`src/design/tsct_pkg.sv`:
```
`timescale 1ns / 1ps
package tsct_pkg;

  localparam int COARSE_BITS  = 10;
  localparam int FINE_BITS    = 10;
  localparam int FRAC_BITS    = 16;
  localparam int TOTAL_BITS   = COARSE_BITS + FINE_BITS;
  localparam int IN_W         = 20;
  localparam int VAL_W        = FRAC_BITS + 2;
  localparam int TAN_INT_BITS = 7;
  localparam int TAN_W        = FRAC_BITS + TAN_INT_BITS + 1;
  localparam int ENT_W        = 2 * VAL_W;
  localparam int COARSE_SIZE  = 1 << COARSE_BITS;
  localparam int FINE_SIZE    = 1 << FINE_BITS;
  localparam int FILL_BITS    = (COARSE_BITS > FINE_BITS) ? COARSE_BITS : FINE_BITS;
  localparam int FILL_LEN     = 1 << FILL_BITS;
  localparam int PROD_W       = 2 * VAL_W;
  localparam int SUM_W        = PROD_W + 1;
  localparam int MAG_W        = VAL_W - 1;
  localparam int NUM_W        = MAG_W + FRAC_BITS + 1;
  localparam int CMP_W        = MAG_W + TAN_W;
  localparam int DIV_STEPS    = TAN_W;
  localparam int MQ_DEPTH     = 4;
  localparam int OQ_DEPTH     = 2;
  localparam int WORK_BITS    = 30;
  localparam int TAYLOR_TERMS = 12;
  localparam longint unsigned HALF_PI_WORK = 64'd1686629713;

  typedef enum logic [1:0] {
    TAN_OK    = 2'd0,
    TAN_SAT   = 2'd1,
    TAN_UNDEF = 2'd2
  } tan_flag_t;

  typedef struct packed {
    logic signed [VAL_W-1:0] sin_v;
    logic signed [VAL_W-1:0] cos_v;
  } sc_t;

  typedef logic [ENT_W-1:0] coarse_tab_t [COARSE_SIZE];
  typedef logic [ENT_W-1:0] fine_tab_t [FINE_SIZE];

  function automatic longint work_to_frac(input longint v);
    bit neg;
    longint unsigned mag;
    neg = v < 0;
    mag = neg ? longint'(-v) : longint'(v);
    mag = (mag + (64'd1 << (WORK_BITS - FRAC_BITS - 1))) >> (WORK_BITS - FRAC_BITS);
    if (mag > (64'd1 << FRAC_BITS)) mag = 64'd1 << FRAC_BITS;
    return neg ? -longint'(mag) : longint'(mag);
  endfunction

  function automatic longint unsigned div_const(input longint unsigned a,
                                                input longint unsigned b);
    longint unsigned q, r;
    q = 0;
    r = 0;
    for (int i = 63; i >= 0; i--) begin
      r = {r[62:0], a[i]};
      if (r >= b) begin
        r = r - b;
        q[i] = 1'b1;
      end
    end
    return q;
  endfunction

  function automatic logic [ENT_W-1:0] rom_entry(input int unsigned k,
                                                 input int unsigned total);
    int unsigned rbits;
    int unsigned q;
    longint unsigned r, theta, t2, st, ct;
    longint sa, ca, s, c, so, co;
    logic [VAL_W-1:0] sv, cv;
    rbits = total - 2;
    q = (k >> rbits) & 3;
    r = longint'(k) & ((64'd1 << rbits) - 64'd1);
    theta = (HALF_PI_WORK * r) >> rbits;
    t2 = (theta * theta) >> WORK_BITS;
    st = theta;
    ct = 64'd1 << WORK_BITS;
    sa = 0;
    ca = 0;
    for (int n = 0; n < TAYLOR_TERMS; n++) begin
      sa = (n % 2 == 1) ? sa - longint'(st) : sa + longint'(st);
      ca = (n % 2 == 1) ? ca - longint'(ct) : ca + longint'(ct);
      st = div_const((st * t2) >> WORK_BITS, 64'((2 * n + 2) * (2 * n + 3)));
      ct = div_const((ct * t2) >> WORK_BITS, 64'((2 * n + 1) * (2 * n + 2)));
    end
    s = work_to_frac(sa);
    c = work_to_frac(ca);
    case (q)
      0: begin so = s;  co = c;  end
      1: begin so = c;  co = -s; end
      2: begin so = -s; co = -c; end
      default: begin so = -c; co = s; end
    endcase
    sv = so[VAL_W-1:0];
    cv = co[VAL_W-1:0];
    return {sv, cv};
  endfunction

  function automatic coarse_tab_t build_coarse();
    coarse_tab_t t;
    for (int i = 0; i < COARSE_SIZE; i++) t[i] = rom_entry(i, COARSE_BITS);
    return t;
  endfunction

  function automatic fine_tab_t build_fine();
    fine_tab_t t;
    for (int i = 0; i < FINE_SIZE; i++) t[i] = rom_entry(i, TOTAL_BITS);
    return t;
  endfunction

endpackage

```
`src/design/tsct_midq.sv`:
```
`timescale 1ns / 1ps
module tsct_midq import tsct_pkg::*; (
  input  logic clk,
  input  logic rst_n,
  input  logic push,
  input  sc_t  wdata,
  output logic full,
  input  logic pop,
  output sc_t  rdata,
  output logic empty
);

  localparam int PTR_W = $clog2(MQ_DEPTH);

  sc_t              data_r [MQ_DEPTH];
  logic [PTR_W-1:0] wp_r, rp_r;
  logic [PTR_W:0]   cnt_r, cnt_nxt;

  assign full  = cnt_r == (PTR_W+1)'(MQ_DEPTH);
  assign empty = cnt_r == '0;
  assign rdata = data_r[rp_r];

  always_comb begin
    cnt_nxt = cnt_r;
    if (push && !pop) cnt_nxt = cnt_r + 1'b1;
    if (!push && pop) cnt_nxt = cnt_r - 1'b1;
  end

  always_ff @(posedge clk) begin
    if (!rst_n) begin
      wp_r  <= '0;
      rp_r  <= '0;
      cnt_r <= '0;
    end else begin
      if (push) wp_r <= wp_r + 1'b1;
      if (pop) rp_r <= rp_r + 1'b1;
      cnt_r <= cnt_nxt;
    end
  end

  always_ff @(posedge clk) begin
    if (push) data_r[wp_r] <= wdata;
  end

endmodule

```
`config.mk`:
```
export PLATFORM = sky130hd
export DESIGN_NAME = tsct_midq
export DESIGN_NICKNAME = d
export VERILOG_FILES = /design/src/design/tsct_pkg.sv /design/src/design/tsct_midq.sv
export SDC_FILE = /design/constraint.sdc
export NUM_CORES = 1
export LEC_CHECK = 0
export ABC_AREA = 1
export BUFFER_PORTS_ARGS = -buffer_cell sky130_fd_sc_hd__buf_2
export CORE_ASPECT_RATIO = 1.5
export CORE_MARGIN = 5
export CORE_UTILIZATION = 51
export CTS_CLUSTER_DIAMETER = 200
export DETAILED_ROUTE_END_ITERATION = 10
export PLACE_DENSITY_LB_ADDON = 0.05
export SYNTH_ARGS = -nofsm -noshare
export SYNTH_HDL_FRONTEND = slang
export SYNTH_SLANG_ARGS = --single-unit
```
`constraint.sdc`:
```
create_clock -name clk -period 2.1 [get_ports clk]
set_input_delay 0 -clock clk [delete_from_list [all_inputs] [get_ports clk]]
set_output_delay 0 -clock clk [all_outputs]
set_load 0.01 [all_outputs]
```
# Yosys cells after proc, flatten, opt, wreduce, memory -nomap -nowiden
# Memories as Yosys holds them, arrays and structs flattened. A register that Yosys moved wholly into a read port is not among the register bits.
# Cells that the tools add are included.
word_totals:
  mem_bits_rw: 144
  wordCells: 21
  input_bits: 40
  output_inout_bits: 38
  memories: 1
  reg_bits: 7
op_classes:
  n_addsub: 4
  n_reduce_logical: 6
  muxes: 6
  eq_ne: 1
memory_table:
  columns: ["memory", "depth", "word_bits", "rd", "rd_clocked_by_memory_dff", "wr", "line_no", "source"]
  rows:
  - ["data_r", 4, 36, 1, 1, 1, "tsct_midq.sv:15", "sc_t data_r [MQ_DEPTH];"]
op_table:
  columns: ["op", "count"]
  rows:
  - ["two-way mux 3 bit", 2]
  - ["adder 2 x 1 -> 2 bit, second input constant", 2]
  - ["two-way mux 2 bit", 2]
  - ["adder 3 x 1 -> 3 bit, second input constant", 1]
  - ["== test 3 bit, second input constant", 1]
  - ["zero test 3 bit", 1]
  - ["subtractor 3 x 1 -> 3 bit, second input constant", 1]
  - ["logical AND 1 bit", 2]
  - ["zero test 1 bit", 2]
  - ["two-way mux 1 bit", 2]
  - ["nonzero test 2 bit", 1]

# Longest topological paths before layout
# Gate-level depths: netlist of run 1.
logic_depth:
  depth_word: 4
  mapped_depth: 10

# Least setup slack after synthesis of run 1
# Ideal clock, no wire load.
synth_timing:
  kind: "flip-flop to flip-flop"
  startpoint: "reg wp_r[0]"
  endpoint: "mem data_r[2][0] (netlist name), enable pin"
  required_time_ps: 1709
  synth_period_minus_slack_ps: 1689
  setup_slack_ps: 411
  path_stages_with_launch: 5
  setup_time_ps: 391
  arrival_time_ps: 1298
  cell_sequence: "dfxtp_1 inv_1 ha_1 nand2_1 inv_1"
synth_lines:
  columns: ["element", "line_no", "source"]
  rows:
  - ["start, declared", "tsct_midq.sv:16", "logic [PTR_W-1:0] wp_r, rp_r;"]
  - ["start signal, assigned", "tsct_midq.sv:35", "if (push) wp_r <= wp_r + 1'b1;"]
  - ["end, declared", "tsct_midq.sv:15", null]
# No word-level cell before the write port.

==> flow_summary.toml, run 1 <==
[routing]
drt_wl_total_um = 11860
ant_nets = 0
drc = 0
wl_met3_um = 516
post_drt_via_cell_ratio = 5.385
via_count = 3694
highest_layer = "met4"
met2_length_um = 6108
routedWlPerCell_um = 17.29
drtIter0Drc = 229
dr.pass1.iters = 4
wl_met1_um = 5145

[die]
die_w_um = 97.14
ios = 78
core_area_um2 = 11110
die-area_um2 = 13670
die_y_um = 140.7
rows = 47
initial_core_util_pct = 52.26

[power_and_ir_drop]
switchingPower_mw = 1.591
p_int_mw = 5.715
p_leak_nw = 2.665
netSwitchingFraction_pct = 21.78
pwr-share-seq_pct = 48.2
cellPowerDensity_nw_per_um2 = 997.7
p_clk_share_pct = 42.6
peakVddDrop_uv = 651.7
combPwrFrac_pct = 9.3

[setup_path]
r2r_start = "wp_r[0]"
cp-end-kind = "output pin"
critPathLaunchType = "flop"
cp_max_fo = 19
critPathRequiredTime_ps = 2100
r2r_cells = 5
timing_worst_setup_path_type = "reg -> out"
cp.arrival_ps = 1860

[clocking]
cts.path.max_buffers = 2
cts_buffers = 17
cts_sinks = 153
cts_max_level = 4
clk_latency_ps = 410
tritoncts = "built"
root_buffer = "clkbuf_16"
cts.clk_slew.worst_paths_ps = 60
cts_resized = 0

[finish]
drive_gt1_share_pct = 22.63
layout.nets = 573
syn_to_final_growth_pct = 26.07
antennaDiodeCount = 0

[sta]
slew_headroom_pct = 62.46
setup_violations = 0
finalCritPeriodShare_pct = 88.49
max_freq_mhz = 538.1
min_period_ps = 1858
fin_skew_ps = 6.117
hold_viol = 0
setup-tns-final_ps = 0
grt_setup_unrepaired = "no"
drv_slew = 0
max_slew.worst_pin.slew_ps = 563.1
setup_ws_ps = 241.7

[global_route]
gr-usage-all-layers_pct = 17.98
first_global_vias = 3716
antenna_found_initial = 0
grt_overflow = 0
grt_max_degree = 73
grt_pass1_wl_um = 19210

[logic_synthesis]
syn-num-nets = 451
synthFlopType = "edfxtp_1"
synthCells = 405
synth_area_leaders = "edfxtp_1, o21ai_1, nor2_1"
synth.ff_latch_count = 153
synth_warnings = 0
ys_seq_area_share_pct = 77.55
async_flop_share_pct = 0
synth_common_cells = "edfxtp_1, nor2_1, o21ai_1"
yosysUniqueCellTypes = 19
yosys.area.top_type = "edfxtp_1"
synth_top_area_share_pct = 74.45
syn_avg_cell_area_um2 = 14.34
netlist_area_um2 = 5808
synth.most_common_cell = "edfxtp_1"
synth_edf_count = 144

[job]
cap_violations = 0

[hold_path]
hold_class = "in -> reg"
hold_depth = 2
min-delay-start = "wdata[27]"

[placement]
place_ws_ps = 583.2
dp_hpwl_um = 6668
place_congestion = 0.6925
io_buffers = 77

[outcome]
outcome = "complete, no violations"
==> per-stage QoR <==
step | cell area, um^2 | utilization [%] | power (mW) | hold slack (ps) | std cells
2_1_floorplan | 5808 | - | 3.950 | 98.87 | 405
3_3_place_gp | 6324 | 56.90 | 4.196 | 212.3 | 616
3_5_place_dp | 6324 | 56.90 | 4.213 | 218.5 | 616
4_1_cts | 7322 | 65.88 | 7.358 | 326.8 | 686
5_1_grt | 7322 | 65.88 | 7.577 | 342.7 | 686
6_report | 7322 | 65.88 | 7.305 | 340.1 | 686
==> metal layers <==
metal | vias up | global-route usage (%)
met5 | - | 0
met4 | 0 | 5.769
met3 | 9 | 4.449
met2 | 94 | 30.60
met1 | 1841 | 22.71
li1 | 1750 | -
==> cell families after synthesis <==
kind of cell	Yosys count	share of synthesized area (%)
compound gates	119	11.03
fa+ha+maj	6	1.422
buf+inv	39	4.201
flops	153	77.55
simple gates	88	5.795
==> what timing repair did <==
item,CTS,global route
endpoints found under the hold margin,153,0
hold buffers,39,0
setup buffers,0,0
==> registers in the layout, summed over array words and instances, names as in the netlist, named ones only <==
name    cells
data_r    144
cnt_r       3
rp_r        2
wp_r        2
==> cell type report <==
cell class,count,area (um^2)
sequential,153,4506
fill,825,3792
multi-input combinational,213,1060
timing repair buffer,125,893.4
clock buffer,18,429.2
tap,147,183.9
clock inverter,13,178.9
inverter,17,71.32
==> path summary, 6_finish.rpt <==
check	endpoint	slack (ps)
setup / recovery	rdata[25]	240
hold / removal	data_r[0][27]	340
hold reg to reg	rp_r[1]	470
setup reg to reg	data_r[2][17]	590
==> critical path, stage by stage (launching register included) <==
cell	delay (ps)
dfxtp_1	570
buf_4	330
o21ai_0	140
o22ai_1	230
buf_2	170
==> power groups by stage <==
| stage | logic (mW) | registers (mW) | clock network (mW) |
|---|---|---|---|
| after floorplan | 0.378 | 3.57 | 0 |
| after global placement | 0.618 | 3.58 | 0 |
| after detailed placement | 0.630 | 3.58 | 0 |
| after CTS | 0.688 | 3.52 | 3.15 |
| after global routing | 0.751 | 3.53 | 3.30 |
| final | 0.678 | 3.52 | 3.11 |
==> cell usage in the layout, fill, tap and decap left out <==
cell / count
inv_2: 4
o22ai_1: 36
bufinv_16: 4
nand3_1: 1
clkinv_1: 1
ha_1: 5
clkinv_2: 3
clkbuf_16: 17
inv_6: 1
nand2_1: 9
inv_4: 1
nor3_1: 2
o21ai_0: 20
inv_1: 11
dfxtp_1: 8
clkinvlp_4: 3
buf_12: 4
o21ai_1: 58
dfxtp_2: 1
a21oi_1: 5
clkinv_4: 2
buf_2: 77
clkbuf_1: 1
nor2_1: 75
dlygate4sd3_1: 39
edfxtp_1: 144
fa_1: 1
buf_4: 5
nand4_1: 1
Power figures use the tool's default switching activity.
==> run 2, diff against run 1 <==
Settings changed: CORE_UTILIZATION 51 to 61, SLEW_MARGIN from default to 20.
Clock period 2.1 ns to 2.3 ns, I/O delays scaled along.
==> flow_summary.toml, run 2 (synthesis gave the netlist of run 1 again) <==
[global_route]
met2_usage_pct = 37.20
first_global_vias = 3708
antenna_found_initial = 0
grt_pass1_wl_um = 18080
grt_overflow = 0
groute.layer.met3.usage_pct = 5.280
use_met1_pct = 24.34
gr-usage-all-layers_pct = 21.10
grt_max_degree = 73
top_usage_layer = "met2"

[sta]
max_freq_mhz = 562.6
setup_violations = 0
slew_headroom_pct = 63.00
hold_viol = 0
max_slew.worst_pin.slew_ps = 554.9
drv_slew = 0
setup-tns-final_ps = 0
min_period_ps = 1777
grt_setup_unrepaired = "no"
fin_skew_ps = 5.913
finalCritPeriodShare_pct = 77.28

[power_and_ir_drop]
switchingPower_mw = 1.404
pwr-share-seq_pct = 48.6
p_leak_nw = 2.682
cellPowerDensity_nw_per_um2 = 910.7
peakVddDrop_uv = 766.5
combPwrFrac_pct = 9.2
netSwitchingFraction_pct = 21.25
p_int_mw = 5.205
p_clk_share_pct = 42.2
fin_total_pwr_mw = 6.610

[finish]
finalNonFillerCells = 654
final_util_pct = 77.98
drive_gt1_share_pct = 22.51
syn_to_final_growth_pct = 24.97
largest_reg_flops = 144
antennaDiodeCount = 0
top_regs = "data_r x144, cnt_r x3"
final_common_cell = "edfxtp_1"
layout.nets = 575
final_cell_mix = "edfxtp_1, buf_2, nor2_1, o21ai_1, dlygate4sd3_1"
regMostFlops = "data_r"

[setup_path]
cp_max_fo = 21
cp-end-kind = "output pin"
r2r_start = "wp_r[0]"
critPathRequiredTime_ps = 2300
timing_worst_setup_path_type = "reg -> out"
r2r-end = "data_r[2][19]"
critPathLaunchType = "flop"
cp.arrival_ps = 1780
r2r_setup_slack_ps = 740
r2r_cells = 5

[die]
rows = 43
die_w_um = 89.67
ios = 78
initial_core_util_pct = 62.40
core_area_um2 = 9308
die-area_um2 = 11610
die_y_um = 129.5

[placement]
dp_hpwl_um = 6745
dp.cells = 583
io_buffers = 77
place_congestion = 0.7678

[routing]
drc = 0
via_count = 3635
routedWlPerCell_um = 17.56
drtIter0Drc = 255
drt_wl_total_um = 11480
ant_nets = 0
dr.pass1.iters = 7
post_drt_via_cell_ratio = 5.558

[clocking]
clk_latency_ps = 400
cts.clk_slew.worst_paths_ps = 60
cts_resized = 0
cts.path.max_buffers = 2
ctsHoldBuffers = 39
root_buffer = "clkbuf_16"
tritoncts = "built"
cts_sinks = 153
cts_max_level = 4
postCtsSetupBuffers = 0
cts_buffers = 17

[hold_path]
hold_end = "data_r[3][28]"
hold_class = "in -> reg"
min-delay-start = "wdata[28]"
hold_depth = 2

[outcome]
outcome = "complete, no violations"

[job]
cap_violations = 0
## run 2: cell count changes in the layout (fill, tap and decap cells not counted)
| cell | delta |
|---|---|
| clkbuf_1 | +4 |
| clkinvlp_4 | -3 |
| buf_12 | -4 |
| bufinv_16 | -4 |
| clkinv_1 | -1 |
| clkinv_4 | -2 |
| clkbuf_8 | +1 |
| clkbuf_16 | +6 |
| buf_4 | +6 |
## run 2: worst max path at each step
stage	to	slack (ps)
CTS	rdata[22]	460
global placement	data_r[2][12]	780
detailed placement	data_r[2][15]	710
global route	rdata[22]	380
floorplan	data_r[2][0]	610
finish	rdata[33]	520
## run 2: final cells by class
cell class | instances | area, um^2
inverters | 17 | 71.32
clock buffers | 29 | 608.1
flip-flops and latches | 153 | 4506
clock inverters | 3 | 15.01
fillers | 557 | 2049
multi-input cells | 213 | 1060
well taps | 112 | 140.1
repair buffers | 127 | 858.3
## run 2: stage by stage
| step | hold WS (ps) | instance area, um^2 | setup WS, ps |
|---|---|---|---|
| final | 345.6 | 7258 | 522.5 |
| after global routing | 352.7 | 7258 | 379.6 |
| after CTS | 319.9 | 7258 | 462.2 |
| after detailed placement | 215.9 | 6245 | 713.8 |
| after global placement | 213.1 | 6245 | 775.3 |
| after floorplan | 98.87 | 5808 | 611.0 |
## run 2: metal layers
metal  up-vias  wire length, um
met5         -                0
met4         0              171
met3        16              614
met2       122             6185
met1      1740             4513
li1       1757                -
## run 2: critical path: stages (launching register included)
cell	delay [ps]
dfxtp_1	300
buf_4	240
buf_4	270
o21ai_0	120
o22ai_1	250
buf_2	190
## run 2: power groups by stage
| stage | combinational (mW) | clock, mW | sequential, mW |
|---|---|---|---|
| 2_1_floorplan | 0.345 | 0 | 3.26 |
| 3_3_place_gp | 0.547 | 0 | 3.26 |
| 3_5_place_dp | 0.560 | 0 | 3.27 |
| 4_1_cts | 0.614 | 2.80 | 3.21 |
| 5_1_grt | 0.678 | 2.94 | 3.22 |
| 6_report | 0.608 | 2.79 | 3.21 |
