File: config.mk
export PLATFORM = sky130hd
export DESIGN_NAME = tsct_back
export DESIGN_NICKNAME = d
export VERILOG_FILES = /design/src/design/tsct_pkg.sv /design/src/design/tsct_back.sv
export SDC_FILE = /design/constraint.sdc
export NUM_CORES = 2
export LEC_CHECK = 0
export ABC_CLOCK_PERIOD_IN_PS = 67800
export BUFFER_PORTS_ARGS = -buffer_cell sky130_fd_sc_hd__buf_4
export CAP_MARGIN = 20
export CORE_UTILIZATION = 56
export CTS_CLUSTER_DIAMETER = 100
export DETAILED_ROUTE_END_ITERATION = 16
export GPL_TIMING_DRIVEN = 0
export PLACE_DENSITY = 0.72
export SLEW_MARGIN = 20
export SYNTH_ARGS = -nofsm -noshare
export SYNTH_HDL_FRONTEND = slang
export SYNTH_SLANG_ARGS = --single-unit
File: constraint.sdc
create_clock -name clk -period 67.8 [get_ports clk]
set_clock_uncertainty 0.1 [all_clocks]
set_input_delay 3.39 -clock clk [delete_from_list [all_inputs] [get_ports clk]]
set_output_delay 3.39 -clock clk [all_outputs]
set_load 0.05 [all_outputs]
File: src/design/tsct_pkg.sv
`timescale 1ns / 1ps
package tsct_pkg;

  localparam int COARSE_BITS  = 10;
  localparam int FINE_BITS    = 10;
  localparam int FRAC_BITS    = 16;
  localparam int TOTAL_BITS   = COARSE_BITS + FINE_BITS;
  localparam int IN_W         = 20;
  localparam int VAL_W        = FRAC_BITS + 2;
  localparam int TAN_INT_BITS = 7;
  localparam int TAN_W        = FRAC_BITS + TAN_INT_BITS + 1;
  localparam int ENT_W        = 2 * VAL_W;
  localparam int COARSE_SIZE  = 1 << COARSE_BITS;
  localparam int FINE_SIZE    = 1 << FINE_BITS;
  localparam int FILL_BITS    = (COARSE_BITS > FINE_BITS) ? COARSE_BITS : FINE_BITS;
  localparam int FILL_LEN     = 1 << FILL_BITS;
  localparam int PROD_W       = 2 * VAL_W;
  localparam int SUM_W        = PROD_W + 1;
  localparam int MAG_W        = VAL_W - 1;
  localparam int NUM_W        = MAG_W + FRAC_BITS + 1;
  localparam int CMP_W        = MAG_W + TAN_W;
  localparam int DIV_STEPS    = TAN_W;
  localparam int MQ_DEPTH     = 4;
  localparam int OQ_DEPTH     = 2;
  localparam int WORK_BITS    = 30;
  localparam int TAYLOR_TERMS = 12;
  localparam longint unsigned HALF_PI_WORK = 64'd1686629713;

  typedef enum logic [1:0] {
    TAN_OK    = 2'd0,
    TAN_SAT   = 2'd1,
    TAN_UNDEF = 2'd2
  } tan_flag_t;

  typedef struct packed {
    logic signed [VAL_W-1:0] sin_v;
    logic signed [VAL_W-1:0] cos_v;
  } sc_t;

  typedef logic [ENT_W-1:0] coarse_tab_t [COARSE_SIZE];
  typedef logic [ENT_W-1:0] fine_tab_t [FINE_SIZE];

  function automatic longint work_to_frac(input longint v);
    bit neg;
    longint unsigned mag;
    neg = v < 0;
    mag = neg ? longint'(-v) : longint'(v);
    mag = (mag + (64'd1 << (WORK_BITS - FRAC_BITS - 1))) >> (WORK_BITS - FRAC_BITS);
    if (mag > (64'd1 << FRAC_BITS)) mag = 64'd1 << FRAC_BITS;
    return neg ? -longint'(mag) : longint'(mag);
  endfunction

  function automatic longint unsigned div_const(input longint unsigned a,
                                                input longint unsigned b);
    longint unsigned q, r;
    q = 0;
    r = 0;
    for (int i = 63; i >= 0; i--) begin
      r = {r[62:0], a[i]};
      if (r >= b) begin
        r = r - b;
        q[i] = 1'b1;
      end
    end
    return q;
  endfunction

  function automatic logic [ENT_W-1:0] rom_entry(input int unsigned k,
                                                 input int unsigned total);
    int unsigned rbits;
    int unsigned q;
    longint unsigned r, theta, t2, st, ct;
    longint sa, ca, s, c, so, co;
    logic [VAL_W-1:0] sv, cv;
    rbits = total - 2;
    q = (k >> rbits) & 3;
    r = longint'(k) & ((64'd1 << rbits) - 64'd1);
    theta = (HALF_PI_WORK * r) >> rbits;
    t2 = (theta * theta) >> WORK_BITS;
    st = theta;
    ct = 64'd1 << WORK_BITS;
    sa = 0;
    ca = 0;
    for (int n = 0; n < TAYLOR_TERMS; n++) begin
      sa = (n % 2 == 1) ? sa - longint'(st) : sa + longint'(st);
      ca = (n % 2 == 1) ? ca - longint'(ct) : ca + longint'(ct);
      st = div_const((st * t2) >> WORK_BITS, 64'((2 * n + 2) * (2 * n + 3)));
      ct = div_const((ct * t2) >> WORK_BITS, 64'((2 * n + 1) * (2 * n + 2)));
    end
    s = work_to_frac(sa);
    c = work_to_frac(ca);
    case (q)
      0: begin so = s;  co = c;  end
      1: begin so = c;  co = -s; end
      2: begin so = -s; co = -c; end
      default: begin so = -c; co = s; end
    endcase
    sv = so[VAL_W-1:0];
    cv = co[VAL_W-1:0];
    return {sv, cv};
  endfunction

  function automatic coarse_tab_t build_coarse();
    coarse_tab_t t;
    for (int i = 0; i < COARSE_SIZE; i++) t[i] = rom_entry(i, COARSE_BITS);
    return t;
  endfunction

  function automatic fine_tab_t build_fine();
    fine_tab_t t;
    for (int i = 0; i < FINE_SIZE; i++) t[i] = rom_entry(i, TOTAL_BITS);
    return t;
  endfunction

endpackage

File: src/design/tsct_back.sv
`timescale 1ns / 1ps
module tsct_back import tsct_pkg::*; (
  input  logic                    clk,
  input  logic                    rst_n,
  input  sc_t                     mq_data,
  input  logic                    mq_empty,
  output logic                    mq_pop,
  input  logic                    out_pop,
  output logic                    out_empty,
  output logic signed [VAL_W-1:0] out_sine_value,
  output logic signed [VAL_W-1:0] out_cosine_value,
  output logic signed [TAN_W-1:0] out_tangent_value,
  output logic [1:0]              out_tangent_flag
);

  typedef struct packed {
    logic             vld;
    sc_t              sc;
    logic             neg;
    logic             zero;
    logic             sat;
    logic [MAG_W-1:0] den;
    logic [NUM_W-1:0] rem;
    logic [TAN_W-1:0] q;
  } dv_t;

  typedef struct packed {
    sc_t              sc;
    logic [TAN_W-1:0] tan;
    tan_flag_t        flag;
  } res_t;

  localparam int OPTR_W = $clog2(OQ_DEPTH);

  dv_t              b0_r, b0_nxt, b1_nxt;
  dv_t              dv_r [DIV_STEPS+1];
  logic             badv, oq_full, oq_push, oq_pop;
  res_t             fin;
  res_t             oq_r [OQ_DEPTH];
  logic [OPTR_W-1:0] oq_wp_r, oq_rp_r;
  logic [OPTR_W:0]  oq_cnt_r, oq_cnt_nxt;
  logic [MAG_W-1:0] smag;
  logic [CMP_W-1:0] thr;

  function automatic dv_t div_step(input dv_t d, input int j);
    dv_t o;
    logic [CMP_W-1:0] sub;
    o = d;
    sub = CMP_W'(d.den) << j;
    if (CMP_W'(d.rem) >= sub) begin
      o.rem = d.rem - NUM_W'(sub);
      o.q[j] = 1'b1;
    end
    return o;
  endfunction

  assign oq_full = oq_cnt_r == (OPTR_W+1)'(OQ_DEPTH);
  assign badv    = !oq_full;
  assign mq_pop  = badv && !mq_empty;

  always_comb begin
    b0_nxt      = '0;
    b0_nxt.vld  = mq_pop;
    b0_nxt.sc   = mq_data;
    b0_nxt.neg  = mq_data.sin_v[VAL_W-1] != mq_data.cos_v[VAL_W-1];
    b0_nxt.zero = mq_data.cos_v == '0;
    b0_nxt.den  = mq_data.cos_v[VAL_W-1] ? MAG_W'(-mq_data.cos_v) : MAG_W'(mq_data.cos_v);
    smag        = mq_data.sin_v[VAL_W-1] ? MAG_W'(-mq_data.sin_v) : MAG_W'(mq_data.sin_v);
    b0_nxt.rem  = (NUM_W'(smag) << FRAC_BITS) + NUM_W'(b0_nxt.den >> 1);
  end

  always_comb begin
    b1_nxt = b0_r;
    thr = (CMP_W'(b0_r.den) << (TAN_W - 1)) + (b0_r.neg ? CMP_W'(b0_r.den) : '0);
    b1_nxt.sat = !b0_r.zero && (CMP_W'(b0_r.rem) >= thr);
  end

  always_comb begin
    fin.sc = dv_r[DIV_STEPS].sc;
    if (dv_r[DIV_STEPS].zero) begin
      fin.tan  = '0;
      fin.flag = TAN_UNDEF;
    end else if (dv_r[DIV_STEPS].sat) begin
      fin.tan  = dv_r[DIV_STEPS].neg ? {1'b1, {(TAN_W-1){1'b0}}} : {1'b0, {(TAN_W-1){1'b1}}};
      fin.flag = TAN_SAT;
    end else begin
      fin.tan  = dv_r[DIV_STEPS].neg ? -dv_r[DIV_STEPS].q : dv_r[DIV_STEPS].q;
      fin.flag = TAN_OK;
    end
  end

  always_ff @(posedge clk) begin
    if (!rst_n) begin
      b0_r.vld <= 1'b0;
      for (int i = 0; i <= DIV_STEPS; i++) dv_r[i].vld <= 1'b0;
    end else if (badv) begin
      b0_r     <= b0_nxt;
      dv_r[0]  <= b1_nxt;
      for (int i = 1; i <= DIV_STEPS; i++) dv_r[i] <= div_step(dv_r[i-1], DIV_STEPS - i);
    end
  end

  assign oq_push = dv_r[DIV_STEPS].vld && badv;
  assign oq_pop  = out_pop && !out_empty;
  assign out_empty = oq_cnt_r == '0;

  always_comb begin
    oq_cnt_nxt = oq_cnt_r;
    if (oq_push && !oq_pop) oq_cnt_nxt = oq_cnt_r + 1'b1;
    if (!oq_push && oq_pop) oq_cnt_nxt = oq_cnt_r - 1'b1;
  end

  always_ff @(posedge clk) begin
    if (!rst_n) begin
      oq_wp_r  <= '0;
      oq_rp_r  <= '0;
      oq_cnt_r <= '0;
    end else begin
      if (oq_push) oq_wp_r <= oq_wp_r + 1'b1;
      if (oq_pop) oq_rp_r <= oq_rp_r + 1'b1;
      oq_cnt_r <= oq_cnt_nxt;
    end
  end

  always_ff @(posedge clk) begin
    if (oq_push) oq_r[oq_wp_r] <= fin;
  end

  assign out_sine_value    = oq_r[oq_rp_r].sc.sin_v;
  assign out_cosine_value  = oq_r[oq_rp_r].sc.cos_v;
  assign out_tangent_value = oq_r[oq_rp_r].tan;
  assign out_tangent_flag  = oq_r[oq_rp_r].flag;

  a_no_overflow: assert property (@(posedge clk) disable iff (!rst_n)
    oq_push |-> !oq_full) else $error("result queue overflow");

  a_cnt_range: assert property (@(posedge clk) disable iff (!rst_n)
    oq_cnt_r <= (OPTR_W+1)'(OQ_DEPTH)) else $error("result queue count out of range");

  a_stall_hold: assert property (@(posedge clk) disable iff (!rst_n)
    oq_full && !oq_pop |=> $stable(dv_r[DIV_STEPS].vld)) else $error("pipeline moved on stall");

  a_undef_zero: assert property (@(posedge clk) disable iff (!rst_n)
    oq_push && dv_r[DIV_STEPS].zero |-> fin.tan == '0 && fin.flag == TAN_UNDEF)
    else $error("undefined tangent not zero");

endmodule
# [Yosys cells after proc, flatten, opt, wreduce, memory -nomap -nowiden]
# Memory sizes are Yosys's and may differ from the RTL's. A register that Yosys moved wholly into a read port is not among the register bits.
# Index checks and enable logic that the tools add are counted.
# W data, S select, Z words.
[word_totals] mem_count=2 out_inout_bits=64 wordCells=297 ff_bits=94 mem_bits_rw=2999
[classes] n_eq_ne=2 reduce_logical=16 n_addsub=33 n_lt_le_gt_ge=25 muxes=183 n_bitwise=26
[mem_list] memory="dv_r" words=25 width=115 read_ports=25 rd_ports_with_merged_regs=0 wr=25 line_no="tsct_back.sv:36" source="dv_t dv_r [DIV_STEPS+1];"
[mem_list] memory="oq_r" words=2 width=62 read_ports=1 rd_ports_with_merged_regs=1 wr=1 line_no="tsct_back.sv:39" source="res_t oq_r [OQ_DEPTH];"
[op_table] operator="$mux W34" count=69
[op_table] operator="$sub A34 B34 Y34" count=7
[op_table] operator="$mux W35" count=3
[op_table] operator="$mux W1" count=102
[op_table] operator="$mux W26" count=2
[op_table] operator="$mux W17" count=3
[op_table] operator="$mux W24" count=2
[op_table] operator="$add A40 B17 Y41" count=1
[op_table] operator="$ge A34 B41 Y1" count=1
[op_table] operator="$ge A34 B40 Y1" count=1
[op_table] operator="$ge A34 B39 Y1" count=1
[op_table] operator="$ge A34 B38 Y1" count=1
[op_table] operator="$ge A34 B37 Y1" count=1
[op_table] operator="$ge A34 B36 Y1" count=1
[op_table] operator="$ge A34 B35 Y1" count=1
[op_table] operator="$add A33 B16 Y34" count=1
[op_table] operator="$ge A34 B17 Y1" count=1
[op_table] operator="$ge A34 B18 Y1" count=1
[op_table] operator="$ge A34 B19 Y1" count=1
[op_table] operator="$ge A34 B20 Y1" count=1
[op_table] operator="$ge A34 B21 Y1" count=1
[op_table] operator="$ge A34 B22 Y1" count=1
[op_table] operator="$ge A34 B23 Y1" count=1
[op_table] operator="$ge A34 B24 Y1" count=1
[op_table] operator="43 further kinds" count=80

# [Depth between registers and ports, before layout]
[depth] word_depth=7 depth_mapped=14 mapped_depth_nobuf=12

# [Worst setup path after synthesis]
# OpenSTA, ideal clock, no wires.
[synth_path] path_type="input -> register" start="input port rst_n" end="register b0_r[100] (netlist bit) (enable)" stages=2 setup_time_ps=2954 required_ps=64746 path_slack_ps=10416 arrival_ps=54330 path_cell_list="clkbuf_1 > and2_1"
[synth_between] elab_chain_len=1
[synth_rtl] item="from (decl)" line_no="tsct_back.sv:4" source="input logic rst_n,"
[synth_rtl] item="$reduce_and A2 Y1 (no source line)"
[synth_rtl] item="to (signal assigned)" line_no="tsct_back.sv:97" source="b0_r <= b0_nxt;"
[synth_rtl] item="to (decl)" line_no="tsct_back.sv:35" source="dv_t b0_r, b0_nxt, b1_nxt;"
# No other way between the ends.
# A chain may end at the register's enable or synchronous reset.

# [Worst setup path after layout]
[layout_path] start="input port mq_empty" end="output port mq_pop"
[layout_between] elab_chain_len=2
[layout_rtl] item="from (decl)" line_no="tsct_back.sv:6" source="input logic mq_empty,"
[layout_rtl] item="$logic_not A1 Y1" line_no="tsct_back.sv:59" source="assign mq_pop = badv && !mq_empty;"
[layout_rtl] item="$logic_and A1 B1 Y1" line_no="tsct_back.sv:59"
[layout_rtl] item="to (decl)" line_no="tsct_back.sv:7" source="output logic mq_pop,"
# No other way between the ends.

==> impl_metrics.json <==
{
  "ys.flop_type": "edfxtp_1",
  "vias": 55452,
  "synth-seq-cells": 2427,
  "yosys-top-cells-count": "edfxtp_1 (2,404), inv_1 (484), ha_1 (417)",
  "rsz0062_at_grt": "no",
  "antenna_found_initial": 2,
  "track_usage_pct": 20.8,
  "cts_buffers": 233,
  "cts_root_buffer": "clkbuf_16",
  "yosysWarnings": 0,
  "gp_congestion": 0.932,
  "cts_hold_buf": 0,
  "dp.cells": 9412,
  "pin_count": 104,
  "synth_enable_flop_cells": 2404,
  "finalPower_mw": 4.13,
  "intPower_mw": 2.97,
  "fin_hold_ws_ps": 287,
  "floorplan.initialDensity_pct": 56.6,
  "layout.nets": 7758,
  "async_reset_ff_share_pct": 0,
  "grt_max_degree": 64,
  "crit_arrival_ps": 3840,
  "peakVddDrop_mv": 0.0238,
  "ant_nets": 0,
  "post_cts.repair.setup_buffers": 0,
  "switching_share_pct": 28.1,
  "cp_slowest_stage_delay_ps": 210,
  "grt_pass1_wl_mm": 301,
  "synth_top_area_share_pct": 70.3,
  "totalWireLength_mm": 193,
  "cap_viol_max_count": 0,
  "drtPass1Iterations": 6,
  "yosysMostFrequentCell": "edfxtp_1",
  "syn-mean-instance-area_sq_um": 14.9,
  "cts_tree": "built",
  "drt_iter0_markers": 4122,
  "syn-cell-area_sq_um": 103000,
  "yosysTopAreaCell": "edfxtp_1",
  "synth_area_leaders": "edfxtp_1 (70%), ha_1 (5.1%), mux2_2 (2.4%)",
  "cp_common_cell": "buf_4",
  "postCtsResizedCells": 0,
  "fp.dieArea_sq_um": 185000,
  "setup_slack_ps": 60470,
  "worst-path-max-fanout": 2,
  "tns_ps": 0,
  "hold_path.class": "reg -> reg",
  "cts_buffer_depth": 3,
  "power_switching_mw": 1.16,
  "syn_nets": 7371,
  "postLayoutCellArea_sq_um": 115000,
  "finalSetupViolations": 0,
  "worstMarginPinSlew_ps": 1030,
  "p_seq_share_pct": 48.5,
  "grt_overflow": 0,
  "first_global_vias": 54987,
  "placed_cell_area_sq_um": 108000,
  "final_util_pct": 63.5,
  "rows": 156,
  "status": "completed",
  "dp_hpwl_mm": 135,
  "clk_latency_ps": 850,
  "path_clk_slew_ps": 60,
  "critPathKind": "in -> out",
  "crit_chain": "buf_4 > nor2_1 > buf_4",
  "drive_gt1_share_pct": 10.3,
  "critPathRequiredTime_ps": 64310,
  "cts-htree-levels": 4,
  "vias_per_cell": 5.63,
  "crit_slowest_cell": "buf_4",
  "slew_headroom_pct": 29.6,
  "slew_violations": 0,
  "clock-sinks": 2427,
  "fp.dieH_um": 430,
  "avgRoutedWirePerCell_um": 19.6,
  "syn_to_final_growth_pct": 12.1,
  "cp_top_family": "buffers and inverters",
  "postSynthCellCount": 6891,
  "period_share_pct": 10.8,
  "ys_types": 82,
  "min_period_ps": 7330,
  "port_buffers": 103,
  "cp-start-kind": "input pin",
  "yosysSeqAreaShare_pct": 70.7,
  "clock_power_share_pct": 30.2,
  "post-place-ws_ps": 60260,
  "critPathBufInv": 2,
  "power_density_nw_per_um2": 35.9,
  "core_area_sq_um": 182000,
  "drcViolationCount": 0,
  "fmax_mhz": 137,
  "pwr-share-comb_pct": 21.3,
  "p_leak_nw": 42.1,
  "worst_setup_path_end_kind": "primary output",
  "instances_no_fill": 9845,
  "dieWidth_um": 430,
  "final_hold_viol_count": 0
}
[cell usage in the layout (no fill, tap or decap), drive strengths merged, types with 75 or more instances in the layout]
cell | Yosys | final
edfxtp | 2404 | 2404
inv | 484 | 487
ha | 417 | 417
nor2 | 377 | 377
clkbuf | 101 | 376
nand2 | 347 | 347
a21oi | 345 | 345
o21ai | 280 | 280
xnor2 | 255 | 255
mux2 | 220 | 220
xor2 | 173 | 173
buf | 16 | 167
a21o | 148 | 148
nor3 | 133 | 133
clkinv | 1 | 120
nor2b | 91 | 91
nand3 | 87 | 87
nor4 | 79 | 79
o21a | 75 | 75
[power by group through the flow]
stage,sequential (mW),combinational [mW],clock [mW]
floorplan,2.12,0.673,0
global placement,2.23,0.841,0
detailed placement,2.03,0.866,0
CTS,2.00,0.873,1.28
global route,2.02,0.978,1.34
finish,2.00,0.880,1.25
[per-layer routing]
metal / track usage (%) / wire (um) / vias to the layer above
met3: 3.15 / 8610 / 375
met5: 0 / 0 / -
met2: 35.5 / 94400 / 1278
li1: - / - / 26839
met1: 27.1 / 83300 / 26960
met4: 7.67 / 6580 / 0
[registers in the layout (all words and copies together) (netlist names), named ones only]
| signal | count |
|---|---|
| b0_r | 71 |
| dv_r | 2227 |
| oq_wp_r | 1 |
| oq_cnt_r | 2 |
| oq_r | 124 |
| oq_rp_r | 1 |
[final timing paths]
| check | startpoint | slack (ps) | cells past startpoint | end |
|---|---|---|---|---|
| setup / recovery | mq_empty | 60470 | 3 | mq_pop |
| hold / removal | dv_r[0][194]$_DFFE_PP_ | 290 | 0 | dv_r[0][309]$_DFFE_PP_ |
| setup reg to reg | oq_cnt_r[0]$_SDFFE_PN0P_ | 63080 | 12 | dv_r[0][1201]$_DFFE_PP_ |
| hold reg to reg | dv_r[0][194]$_DFFE_PP_ | 290 | 0 | dv_r[0][309]$_DFFE_PP_ |
[final cells by class]
type / count / area [sq um]
well taps: 2370 / 2970
inverters: 485 / 1820
clock buffers: 274 / 6010
diodes: 1 / 2.50
plain buffers: 117 / 470
fillers: 12976 / 66300
clock inverters: 157 / 1460
flip-flops and latches: 2427 / 72600
repair buffers: 152 / 2000
multi-input cells: 3862 / 27800
[kinds of logic after synthesis]
logic type | Yosys count | synth area share [%]
buf+inv | 602 | 2.23
simple gates | 1520 | 7.56
mux | 247 | 2.68
xor+xnor | 428 | 3.65
fa+ha+maj | 440 | 5.53
flops | 2427 | 70.7
compound gates | 1227 | 7.63
(Power assumes the default switching activity.)
